`src/rtl/u8d_pkg.sv`:
```
// Shared types, constants and byte classification for the UTF-8 decoder.
package u8d_pkg;

  // Lead byte class: bad lead/continuation, or announced sequence length
  typedef enum logic [2:0] {
    LEAD_BAD,
    LEAD_ONE,
    LEAD_TWO,
    LEAD_THREE,
    LEAD_FOUR
  } lead_e;

  // One byte with its class
  typedef struct packed {
    logic [7:0] data;
    lead_e      lead;
  } ent_t;

  // One queued word from the front end
  typedef struct packed {
    ent_t ent;
    logic last;
  } item_t;

  localparam logic [7:0]  CONT_MASK    = 8'hc0;
  localparam logic [7:0]  CONT_PAT     = 8'h80;
  localparam logic [7:0]  LEAD_MAX_BAD = 8'hc1;
  localparam logic [7:0]  LEAD_MIN_BAD = 8'hf5;
  localparam logic [7:0]  LEAD_E0      = 8'he0;
  localparam logic [7:0]  LEAD_F0      = 8'hf0;
  localparam logic [7:0]  LEAD_F4      = 8'hf4;
  localparam logic [7:0]  MIN_E0_NEXT  = 8'ha0;
  localparam logic [7:0]  MIN_F0_NEXT  = 8'h90;
  localparam logic [7:0]  MAX_F4_NEXT  = 8'h90;
  localparam logic [20:0] PLANE1_BASE  = 21'h010000;
  localparam logic [15:0] SURR_HIGH    = 16'hd800;
  localparam logic [15:0] SURR_LOW     = 16'hdc00;

  function automatic lead_e lead_class(input logic [7:0] c);
    lead_e r;
    if (c < CONT_PAT) begin
      r = LEAD_ONE;
    end else if (c <= LEAD_MAX_BAD || c >= LEAD_MIN_BAD) begin
      r = LEAD_BAD;
    end else if (c < LEAD_E0) begin
      r = LEAD_TWO;
    end else if (c < LEAD_F0) begin
      r = LEAD_THREE;
    end else begin
      r = LEAD_FOUR;
    end
    return r;
  endfunction

  function automatic logic [2:0] lead_len(input lead_e l);
    logic [2:0] r;
    unique case (l)
      LEAD_ONE:   r = 3'd1;
      LEAD_TWO:   r = 3'd2;
      LEAD_THREE: r = 3'd3;
      LEAD_FOUR:  r = 3'd4;
      default:    r = 3'd0;
    endcase
    return r;
  endfunction

endpackage

```
`src/rtl/u8d_front.sv`:
```
// Front end: accepts bytes, classifies the lead, queues them for the back end.
module u8d_front import u8d_pkg::*; (
  input  logic       clk_i,
  input  logic       rst_ni,
  input  logic       in_valid_i,
  output logic       in_stall_o,
  input  logic [7:0] byte_in_i,
  input  logic       stream_last_i,
  output logic       q_valid_o,
  output item_t      q_item_o,
  input  logic       q_pop_i
);

  localparam int Depth = 2;

  item_t      mem_q [Depth];
  logic       wr_q, rd_q;
  logic [1:0] cnt_q;
  logic       push;
  item_t      new_item;

  assign in_stall_o = (cnt_q == 2'(Depth));
  assign push       = in_valid_i && !in_stall_o;
  assign q_valid_o  = (cnt_q != 2'd0);
  assign q_item_o   = mem_q[rd_q];

  // classify on entry
  always_comb begin
    new_item.ent.data = byte_in_i;
    new_item.ent.lead = lead_class(byte_in_i);
    new_item.last     = stream_last_i;
  end

  // queue storage
  always_ff @(posedge clk_i) begin
    if (push) begin
      mem_q[wr_q] <= new_item;
    end
  end

  // queue pointers
  always_ff @(posedge clk_i or negedge rst_ni) begin
    if (!rst_ni) begin
      wr_q  <= 1'b0;
      rd_q  <= 1'b0;
      cnt_q <= 2'd0;
    end else begin
      if (push) wr_q <= ~wr_q;
      if (q_pop_i) rd_q <= ~rd_q;
      cnt_q <= cnt_q + 2'(push) - 2'(q_pop_i);
    end
  end

endmodule

```
`src/rtl/u8d_back.sv`:
```
// Back end: scans held plus new bytes and emits results; it pops a new byte only when idle.
module u8d_back import u8d_pkg::*; (
  input  logic        clk_i,
  input  logic        rst_ni,
  input  logic        output_utf32_i,
  input  logic        q_valid_i,
  input  item_t       q_item_i,
  output logic        q_pop_o,
  output logic        out_valid_o,
  input  logic        out_stall_i,
  output logic [20:0] code_value_o,
  output logic        invalid_raw_o,
  output logic        run_end_o,
  output logic        string_end_o
);

  typedef enum logic [1:0] {ST_IDLE, ST_SCAN, ST_LOW, ST_FLUSH} state_e;

  state_e      state_q, state_d;
  ent_t        buf_q [4];
  ent_t        buf_d [4];
  logic [2:0]  n_q, n_d, p_q, p_d;
  logic        last_q, last_d;
  logic [9:0]  low_q, low_d;
  ent_t        hb_q [3];
  ent_t        hb_d [3];
  logic [1:0]  hcnt_q, hcnt_d;
  logic        pend_v_q, pend_v_d, pend_bad_q, pend_bad_d;
  logic [20:0] pend_val_q, pend_val_d;
  logic        out_v_q, out_v_d, out_bad_q, out_bad_d;
  logic        out_re_q, out_re_d, out_se_q, out_se_d;
  logic [20:0] out_val_q, out_val_d;

  ent_t        w [4];
  logic [2:0]  avail, len, k;
  logic        ok;
  logic [20:0] t;
  logic [19:0] t_off;
  logic        out_free, can_emit;
  logic        emit;
  logic [20:0] emit_val;
  logic        emit_bad;
  logic [2:0]  idx;

  assign out_free = !out_v_q || !out_stall_i;
  assign can_emit = !pend_v_q || out_free;
  assign q_pop_o  = (state_q == ST_IDLE) && q_valid_i;

  // window of the buffer starting at the scan position
  always_comb begin
    for (int j = 0; j < 4; j++) begin
      idx  = p_q + 3'(j);
      w[j] = (idx < n_q) ? buf_q[idx[1:0]] : '0;
    end
    avail = n_q - p_q;
    len   = lead_len(w[0].lead);
    k     = (avail < len) ? avail : len;
  end

  // prefix checks: continuation pattern, overlong, above range
  always_comb begin
    ok = 1'b1;
    for (int j = 1; j < 4; j++) begin
      if (3'(j) < k && (w[j].data & CONT_MASK) != CONT_PAT) ok = 1'b0;
    end
    if (k >= 3'd2) begin
      if (w[0].data == LEAD_E0 && w[1].data < MIN_E0_NEXT) ok = 1'b0;
      if (w[0].data == LEAD_F0 && w[1].data < MIN_F0_NEXT) ok = 1'b0;
      if (w[0].data == LEAD_F4 && w[1].data >= MAX_F4_NEXT) ok = 1'b0;
    end
  end

  // code point of a complete sequence
  always_comb begin
    unique case (len)
      3'd2:    t = {10'd0, w[0].data[4:0], w[1].data[5:0]};
      3'd3:    t = {5'd0, w[0].data[3:0], w[1].data[5:0], w[2].data[5:0]};
      default: t = {w[0].data[2:0], w[1].data[5:0], w[2].data[5:0], w[3].data[5:0]};
    endcase
    t_off = 20'(t - PLANE1_BASE);
  end

  // sequencer next state
  always_comb begin
    state_d    = state_q;
    buf_d      = buf_q;
    n_d        = n_q;
    p_d        = p_q;
    last_d     = last_q;
    low_d      = low_q;
    hb_d       = hb_q;
    hcnt_d     = hcnt_q;
    pend_v_d   = pend_v_q;
    pend_val_d = pend_val_q;
    pend_bad_d = pend_bad_q;
    out_v_d    = out_v_q && out_stall_i;
    out_val_d  = out_val_q;
    out_bad_d  = out_bad_q;
    out_re_d   = out_re_q;
    out_se_d   = out_se_q;
    emit       = 1'b0;
    emit_val   = '0;
    emit_bad   = 1'b0;

    unique case (state_q)
      ST_IDLE: begin
        if (q_valid_i) begin
          for (int j = 0; j < 4; j++) begin
            if (j < 3 && 2'(j) < hcnt_q) buf_d[j] = hb_q[j];
            else buf_d[j] = q_item_i.ent;
          end
          n_d     = 3'(hcnt_q) + 3'd1;
          p_d     = 3'd0;
          last_d  = q_item_i.last;
          hcnt_d  = 2'd0;
          state_d = ST_SCAN;
        end
      end
      ST_SCAN: begin
        if (p_q >= n_q) begin
          state_d = ST_FLUSH;
        end else if (len <= 3'd1 || !ok || (k < len && last_q)) begin
          // single byte, bad lead or failed sequence: pass lead raw
          if (can_emit) begin
            emit     = 1'b1;
            emit_val = {13'd0, w[0].data};
            emit_bad = (len != 3'd1);
            p_d      = p_q + 3'd1;
          end
        end else if (k < len) begin
          // incomplete: hold the rest and finish the word
          for (int j = 0; j < 3; j++) begin
            if (3'(j) < k) hb_d[j] = w[j];
          end
          hcnt_d  = k[1:0];
          state_d = ST_FLUSH;
        end else if (can_emit) begin
          emit = 1'b1;
          p_d  = p_q + len;
          if (!output_utf32_i && t >= PLANE1_BASE) begin
            emit_val = {5'd0, SURR_HIGH | {6'd0, t_off[19:10]}};
            low_d    = t_off[9:0];
            state_d  = ST_LOW;
          end else begin
            emit_val = t;
          end
        end
      end
      ST_LOW: begin
        if (can_emit) begin
          emit     = 1'b1;
          emit_val = {5'd0, SURR_LOW | {6'd0, low_q}};
          state_d  = ST_SCAN;
        end
      end
      ST_FLUSH: begin
        if (!pend_v_q) begin
          state_d = ST_IDLE;
        end else if (out_free) begin
          out_v_d   = 1'b1;
          out_val_d = pend_val_q;
          out_bad_d = pend_bad_q;
          out_re_d  = 1'b1;
          out_se_d  = last_q;
          pend_v_d  = 1'b0;
          state_d   = ST_IDLE;
        end
      end
      default: state_d = ST_IDLE;
    endcase

    // a new result pushes the pending one out, not yet the last of its word
    if (emit) begin
      if (pend_v_q) begin
        out_v_d   = 1'b1;
        out_val_d = pend_val_q;
        out_bad_d = pend_bad_q;
        out_re_d  = 1'b0;
        out_se_d  = 1'b0;
      end
      pend_v_d   = 1'b1;
      pend_val_d = emit_val;
      pend_bad_d = emit_bad;
    end
  end

  // state and registered outputs
  always_ff @(posedge clk_i or negedge rst_ni) begin
    if (!rst_ni) begin
      state_q  <= ST_IDLE;
      hcnt_q   <= 2'd0;
      pend_v_q <= 1'b0;
      out_v_q  <= 1'b0;
    end else begin
      state_q  <= state_d;
      hcnt_q   <= hcnt_d;
      pend_v_q <= pend_v_d;
      out_v_q  <= out_v_d;
    end
  end

  // payload registers
  always_ff @(posedge clk_i) begin
    buf_q      <= buf_d;
    n_q        <= n_d;
    p_q        <= p_d;
    last_q     <= last_d;
    low_q      <= low_d;
    hb_q       <= hb_d;
    pend_val_q <= pend_val_d;
    pend_bad_q <= pend_bad_d;
    out_val_q  <= out_val_d;
    out_bad_q  <= out_bad_d;
    out_re_q   <= out_re_d;
    out_se_q   <= out_se_d;
  end

  assign out_valid_o   = out_v_q;
  assign code_value_o  = out_val_q;
  assign invalid_raw_o = out_bad_q;
  assign run_end_o     = out_re_q;
  assign string_end_o  = out_se_q;

  // nothing may stay pending once a word is finished
  a_idle_no_pend: assert property (@(posedge clk_i) disable iff (!rst_ni)
    (state_q == ST_IDLE) |-> !pend_v_q)
    else $error("pending result left when idle");

  // scan position never passes the buffer end
  a_scan_bound: assert property (@(posedge clk_i) disable iff (!rst_ni)
    (state_q == ST_SCAN) |-> (p_q <= n_q))
    else $error("scan position beyond buffer");

  // low surrogate always follows a pending high surrogate
  a_low_pend: assert property (@(posedge clk_i) disable iff (!rst_ni)
    (state_q == ST_LOW) |-> pend_v_q)
    else $error("low surrogate without pending high");

  // held bytes always start with a multi-byte lead
  a_held_lead: assert property (@(posedge clk_i) disable iff (!rst_ni)
    (state_q == ST_IDLE && hcnt_q != 2'd0) |->
      (hb_q[0].lead == LEAD_TWO || hb_q[0].lead == LEAD_THREE ||
       hb_q[0].lead == LEAD_FOUR))
    else $error("held sequence without valid lead");

endmodule

```
`src/rtl/utf8_decoder_to_utf16_or_utf32.sv`:
```
// Top level of the UTF-8 to UTF-16 / UTF-32 stream decoder.
//
// Input channel: one UTF-8 byte per word (byte_in_i) with stream_last_i on
// the final byte of a string; taken when in_valid_i is high and in_stall_o
// is low. A two-entry queue sits behind the input port.
// Output channel: one code unit, code point or raw invalid byte per word,
// taken when out_valid_o is high and out_stall_i is low. run_end_o marks the
// last word caused by an input byte, string_end_o the last word of a string.
// Configuration: cfg_data_i is written to the output-format bit when
// cfg_valid_i is high (cfg_ready_o is always high); 1 selects UTF-32.
// The back end pops a byte, emits each result that it yields (extra results
// for a surrogate pair or replayed held bytes), ends the scan and closes the
// word before it pops the next byte. The scan sequencer sets the rate.
// Reset empties the queue and the held bytes and selects UTF-16 output.
// A stalled receiver holds the output register; the back end then stops at
// its next result and the input queue fills and stalls the sender.
module utf8_decoder_to_utf16_or_utf32 import u8d_pkg::*; (
  input  logic        clk_i,
  input  logic        rst_ni,
  input  logic        in_valid_i,
  output logic        in_stall_o,
  input  logic [7:0]  byte_in_i,
  input  logic        stream_last_i,
  output logic        out_valid_o,
  input  logic        out_stall_i,
  output logic [20:0] code_value_o,
  output logic        invalid_raw_o,
  output logic        run_end_o,
  output logic        string_end_o,
  input  logic        cfg_valid_i,
  output logic        cfg_ready_o,
  input  logic        cfg_data_i
);

  logic  output_utf32_q;
  logic  q_valid, q_pop;
  item_t q_item;

  assign cfg_ready_o = 1'b1;

  // output format register
  always_ff @(posedge clk_i or negedge rst_ni) begin
    if (!rst_ni) begin
      output_utf32_q <= 1'b0;
    end else if (cfg_valid_i && cfg_ready_o) begin
      output_utf32_q <= cfg_data_i;
    end
  end

  u8d_front u_front (
    .clk_i         (clk_i),
    .rst_ni        (rst_ni),
    .in_valid_i    (in_valid_i),
    .in_stall_o    (in_stall_o),
    .byte_in_i     (byte_in_i),
    .stream_last_i (stream_last_i),
    .q_valid_o     (q_valid),
    .q_item_o      (q_item),
    .q_pop_i       (q_pop)
  );

  u8d_back u_back (
    .clk_i          (clk_i),
    .rst_ni         (rst_ni),
    .output_utf32_i (output_utf32_q),
    .q_valid_i      (q_valid),
    .q_item_i       (q_item),
    .q_pop_o        (q_pop),
    .out_valid_o    (out_valid_o),
    .out_stall_i    (out_stall_i),
    .code_value_o   (code_value_o),
    .invalid_raw_o  (invalid_raw_o),
    .run_end_o      (run_end_o),
    .string_end_o   (string_end_o)
  );

endmodule
```
`config.mk`:
```
export PLATFORM = sky130hd
export DESIGN_NAME = utf8_decoder_to_utf16_or_utf32
export DESIGN_NICKNAME = d
export VERILOG_FILES = /design/src/rtl/u8d_pkg.sv /design/src/rtl/u8d_front.sv /design/src/rtl/u8d_back.sv /design/src/rtl/utf8_decoder_to_utf16_or_utf32.sv
export SDC_FILE = /design/constraint.sdc
export NUM_CORES = 1
export LEC_CHECK = 0
export BUFFER_PORTS_ARGS = -buffer_cell sky130_fd_sc_hd__buf_2
export CAP_MARGIN = 20
export CELL_PAD_IN_SITES_DETAIL_PLACEMENT = 1
export CELL_PAD_IN_SITES_GLOBAL_PLACEMENT = 1
export CORE_MARGIN = 3
export CORE_UTILIZATION = 47
export DETAILED_ROUTE_END_ITERATION = 16
export GPL_ROUTABILITY_DRIVEN = 1
export GPL_TIMING_DRIVEN = 0
export PLACE_DENSITY_LB_ADDON = 0.1
export SKIP_LAST_GASP = 1
export SLEW_MARGIN = 20
export SYNTH_ARGS = -nofsm -noshare
export SYNTH_HDL_FRONTEND = slang
export SYNTH_SLANG_ARGS = --single-unit
```
`constraint.sdc`:
```
create_clock -name clk_i -period 6.2 [get_ports clk_i]
set_input_delay 0.31 -clock clk_i [delete_from_list [all_inputs] [get_ports clk_i]]
set_output_delay 0.31 -clock clk_i [all_outputs]
set_load 0.005 [all_outputs]
```
== Yosys cells after proc, flatten, opt, wreduce, memory -nomap -nowiden ==
Memories as Yosys holds them, arrays and structs flattened.
Index checks and enable logic that the tools add are counted.

* Flip-flop bits (word level): 151
* Bits in latches: 0
* Memory bits (writable): 24
* Bits in read-only memories: 0
* Bits of input ports: 15
* Output and inout port bits: 27
* Word-level logic and storage cells: 244
* Memories kept: 1

* Add/subtract/negate cells: 9
* Multipliers: 0
* Div/mod/pow operators: 0
* Order comparisons: 29
* Equality and inequality tests: 28
* Shift-type cells: 0
* Multiplexer cells: 99
* Bitwise gates (word level): 11
* Reductions and logical operators: 35

{| class="wikitable"
|+ Memories
! memory !! words !! bits a word !! read ports !! clocked after Yosys merged registers in !! wr ports !! RTL line !! RTL
|-
| u_front.mem_q || 2 || 12 || 1 || 0 || 1 || u8d_front.sv:16 || <nowiki>item_t mem_q [Depth];</nowiki>
|}

{| class="wikitable"
|+ Operators with widths
! operator !! number
|-
| two-way mux 21 bit || 10
|-
| two-way mux 11 bit || 15
|-
| binary-select mux 11 bit (select 2 bit) || 4
|-
| one-hot mux 21 bit (2 select lines) || 2
|-
| < comparator 8 bit (second input constant) || 5
|-
| two-way mux 1 bit || 37
|-
| two-way mux 3 bit || 11
|-
| two-way mux 2 bit || 13
|-
| AND reduction 5 bit || 5
|-
| == test 8 bit (second input constant) || 3
|-
| greater-or-equal comparator 21 x 17 -> 1 bit (second input constant) || 1
|-
| subtractor 20 x 17 -> 20 bit (second input constant) || 1
|-
| < comparator 3 bit || 6
|-
| greater-or-equal comparator 8 bit (second input constant) || 2
|-
| two-way mux 16 bit || 1
|-
| == test 3 x 2 -> 1 bit (second input constant) || 4
|-
| greater-or-equal comparator 3 bit (second input constant) || 4
|-
| NOT 2 -> 3 bit || 4
|-
| one-hot mux 3 bit (4 select lines) || 1
|-
| AND reduction 6 bit || 2
|-
| logical AND 1 bit || 11
|-
| inequality test 2 bit (second input constant) || 5
|-
| less-or-equal comparator 8 bit (second input constant) || 1
|-
| two-way mux 8 bit || 1
|-
| 34 further kinds || 62
|}

== Logic depth before layout (Yosys ltp) ==
* Word-level depth: 25
* Mapped depth: 28
* Gate-level depth less buffers: 19

== Hierarchy ==
Synthesis repeated with hierarchy kept, for this count alone.

* Cells, all modules: 696
* Area total of the unflattened synthesis: 9457.8 sq um

{| class="wikitable"
|+ Modules (own cells, without submodules)
! module !! instances !! cells each !! area each (sq um) !! seq. area each (sq um)
|-
| u8d_back || 1 || 629 || 8305.5 || 4354.2
|-
| u8d_front || 1 || 63 || 1101.1 || 820.8
|-
| utf8_decoder_to_utf16_or_utf32 || 1 || 4 || 51.3 || 25.0
|}

== Worst setup path before layout ==
No wires, ideal clock.

* Path type: flip-flop to flip-flop
* Start point: reg u_back.p_q[0]
* End point: reg u_back.hb_q[0] (netlist bit), enable pin
* Setup time: 0.393 ns
* Data arrival time: 6.071 ns
* Data required time: 5.807 ns
* Setup slack: -0.264 ns
* Stages on the path, launching flop included: 28
* Path buffers: 8
* Period minus slack after synthesis: 6.464 ns
* Path through: edfxtp_1 > buf_6 > buf_4 > buf_2 > buf_2 > inv_1 > ha_1 > and3b_1 > a2111oi_4 > and2_1 > buf_6 > inv_2 > clkbuf_1 > buf_1 > ha_1 > o21ai_0 > and3_1 > a41o_1 > a21o_1 > ha_1 > nor2_1 > nor2_1 > a22oi_1 > and2_1 > or2_1 > clkbuf_1 > or3_1 > nor3_1

* Longest elaborated chain between the ends: 23
* Elaborated cells between the ends (all ways): 71
* Classes of those cells: add/sub (4); order compare (15); eq/ne (10); mux (25); bitwise (6); reduce/logical (11)

{| class="wikitable"
|+ RTL lines
! element !! RTL line !! RTL
|-
| start, declared || u8d_back.sv:22 || <nowiki>logic [2:0] n_q, n_d, p_q, p_d;</nowiki>
|-
| start signal, assigned || u8d_back.sv:206 || <nowiki>p_q <= p_d;</nowiki>
|-
| NOT 2 -> 3 bit (implied by the code) || u8d_back.sv:53 || <nowiki>w[j] = (idx < n_q) ? buf_q[idx[1:0]] : '0;</nowiki>
|-
| binary-select mux 11 bit (select 2 bit) || u8d_back.sv:53 ||
|-
| two-way mux 11 bit (implied by the code) (2 in series) || u8d_back.sv:53 ||
|-
| two-way mux 11 bit || u8d_back.sv:53 ||
|-
| == test 3 bit, or another cell as far along || u8d_pkg.sv:57 || <nowiki>unique case (l)</nowiki>
|-
| one-hot mux 3 bit (4 select lines) || u8d_pkg.sv:57 ||
|-
| < comparator 3 bit || u8d_back.sv:57 || <nowiki>k = (avail < len) ? avail : len;</nowiki>
|-
| two-way mux 3 bit || u8d_back.sv:57 ||
|-
| [... 5 more ...] || - ||
|-
| two-way mux 1 bit || u8d_back.sv:67 || <nowiki>if (w[0].data == LEAD_E0 && w[1].data < MIN_E0_NEXT) ok = 1'b0;</nowiki>
|-
| two-way mux 1 bit || u8d_back.sv:68 || <nowiki>if (w[0].data == LEAD_F0 && w[1].data < MIN_F0_NEXT) ok = 1'b0;</nowiki>
|-
| two-way mux 1 bit || u8d_back.sv:69 || <nowiki>if (w[0].data == LEAD_F4 && w[1].data >= MAX_F4_NEXT) ok = 1'b0;</nowiki>
|-
| two-way mux 1 bit || u8d_back.sv:66 || <nowiki>if (k >= 3'd2) begin</nowiki>
|-
| zero test 1 bit || u8d_back.sv:122 || <nowiki>end else if (len <= 3'd1 || !ok || (k < len && last_q)) begin</nowiki>
|-
| logical OR 1 bit (2 in series) || u8d_back.sv:122 ||
|-
| NOT 1 bit (no line) || - ||
|-
| AND reduction 5 bit (no line) * || - ||
|-
| end signal, assigned || u8d_back.sv:209 || <nowiki>hb_q <= hb_d;</nowiki>
|-
| end, declared || u8d_back.sv:25 || <nowiki>ent_t hb_q [3];</nowiki>
|}

Every way passes the cells marked *; elsewhere a longest branch is shown, timed or not. The select of a mux whose other input is x is not followed.
A chain may end at the register's enable or synchronous reset.

==> results_dict.tcl <==
set metrics [dict create \
    outcome "finished clean" \
    n_fill_cell 1972 \
    core_area_um2 19800 \
    drv_cap 0 \
    tritoncts "built" \
    diodes 0 \
    maxSlewViolCount 0 \
    antenna_left 0 \
    start_util 0.485 \
    grt_use_total 0.250 \
    whs_ns 0.0691 \
    layout_min_cycle_time_ns 5.95 \
    wl_per_cell_um 24.9 \
    dp_slack_ns -1.43 \
    vias_per_cell 6.11 \
    ys.flop_type "edfxtp_1" \
    synth_top_area_frac 0.511 \
    cp.required_ns 6.39 \
    grt_pass1_vias 6871 \
    antenna_found_initial 0 \
    synth_edf_count 163 \
    start_kind "flop" \
    ys_types 75 \
    ys_ff_latch 175 \
    pin_count 42 \
    drtIter0Drc 581 \
    drive_above_1_share 0.267 \
    maxSlewHeadroom 0.386 \
    std_cell_rows 51 \
    port_buffers 40 \
    clock_tree.root_cell "clkbuf_16" \
    layout.nets 855 \
    syn_area_per_cell_um2 13.1 \
    cp-end-kind "flop" \
    tightest_slew_ns 0.921 \
    final.setup.worst_slack_ns 0.253 \
    clk_latency_ns 0.44 \
    routabilityCongestion 0.888 \
    path_delay_family "compound AO/OA/AOI/OAI gates" \
    wl_um 27100 \
    dp_hpwl_um 20100 \
    synthesis.area_um2 9590 \
    yosysWarnings 0 \
    grt_pass1_wl_um 41100 \
    die-area_um2 22100 \
    grt_max_degree 32 \
    final_cell_mix "edfxtp_1 (163), inv_1 (49), mux2_2 (48)" \
    vias 6632 \
    crit_fanout 31 \
    setup_viol 0 \
    synthTopCellsByArea "edfxtp_1 (51%), mux4_2 (9.2%), mux2_2 (5.6%)" \
    htreeDepth 4 \
    hp-class "in -> reg" \
    synth_nets 777 \
    fin_crit_sh 0.959 \
    cts_made_buffers 17 \
    die_height_um 149 \
    area_growth_pct 15.2 \
    dr.pass1.iters 5 \
    critPathKind "reg -> reg" \
    clock_sinks 175 \
    slowest_delay_ns 0.44 \
    ys_seq_area_frac 0.541 \
    postSynth.asyncResetShare 0.0629 \
    final_common_cell "edfxtp_1" \
    slowest_stage "edfxtp_1" \
    clock_path_buffers 2 \
    die_w_um 149 \
    syn-instance-count 731 \
    drc 0 \
    fmax_mhz 168 \
    rrSetupSlack_ns 0.25 \
    critPathBufInv 8 \
    crit_arrival_ns 6.14 \
    clk_pin_slew_worst_paths_ns 0.08 \
    synth_area_leader_cell "edfxtp_1" \
    overflow 0 \
    fin_skew_ns 0.0166 \
    final_hold_viol_count 0 \
]
-- layout make-up --
type | count | area, um2 | area share
plain buffers | 37 | 245 | 0.0222
clock buffers | 17 | 425 | 0.0385
clock inverters | 14 | 153 | 0.0138
inverters | 51 | 198 | 0.0179
multi-input cells | 464 | 4080 | 0.370
flip-flops and latches | 175 | 5190 | 0.470
well taps | 265 | 332 | 0.0300
repair buffers | 63 | 415 | 0.0376
-- cells in the mapped netlist, drive strengths merged (18+ instances only) --
master and count:
ha 29, and3 20, nor2 40, edfxtp 163, mux4 39, o21ai 21
mux2 48, buf 19, nand2 45, a21oi 18, clkbuf 22, inv 51
and2 38
-- worst reg2reg max path, delay by kind of cell, from the launching register on --
kind	cells	cell delay, ns
compound gates	8	1.90
buf+inv	8	1.31
simple gates	6	1.12
fa+ha+maj	3	0.94
flops	1	0.44
-- stage by stage --
step,std cells,instance area (um2),setup TNS (ns),util
2_1_floorplan,731,9600,0,-
3_3_place_gp,1036,10100,-142.16,0.512
3_5_place_dp,1039,10200,-135.85,0.516
4_1_cts,1071,10900,0,0.550
5_1_grt,1086,11000,-0.0233,0.558
6_report,1086,11000,0,0.558
-- routing by layer --
metal,wire length (um),share of wire,track usage
met5,0,0,0
met4,744,0.027,0.0851
met3,1570,0.058,0.0444
met2,13600,0.50,0.428
met1,11100,0.41,0.323
-- cells by family (layout without fill, tap and decap cells) --
| logic type | after synthesis | in the layout | synth area share |
|---|---|---|---|
| other | 1 | 1 | 0.000391 |
| adders and majority gates | 31 | 31 | 0.0420 |
| DFF | 175 | 175 | 0.541 |
| muxes | 100 | 100 | 0.162 |
| and+or+nand+nor | 205 | 205 | 0.111 |
| AOI/OAI and AO/OA | 116 | 116 | 0.0933 |
| xor gates and xnor gates | 11 | 11 | 0.0100 |
| buffers and inverters | 92 | 182 | 0.0403 |
-- worst paths after layout --
| check | cells past startpoint | startpoint | endpoint |
|---|---|---|---|
| setup / recovery | 25 | u_back.p_q[1] | flop |
| hold / removal | 1 | stream_last_i | u_front.mem_q[0][0] |
| setup reg to reg | 25 | u_back.p_q[1] | flop |
| hold reg to reg | 2 | u_back.string_end_o | u_back.string_end_o |
| max in group asynchronous | 2 | rst_ni | u_front.cnt_q[0] |
| min in group asynchronous | 2 | rst_ni | u_back.hcnt_q[0] |
-- what timing repair did --
| item | in CTS | in global routing |
|---|---|---|
| hold buffers | 1 | 0 |
| endpoints found under the setup margin | 146 | 87 |
| pin swaps | 2 | 1 |
| endpoints found under the hold margin | 11 | 0 |
| setup buffers | 4 | 15 |
| gates resized for setup | 18 | 13 |
Power is left out: the tool's default activity adds up to more than one toggle a clock period on the data nets, which glitch-free logic cannot reach.
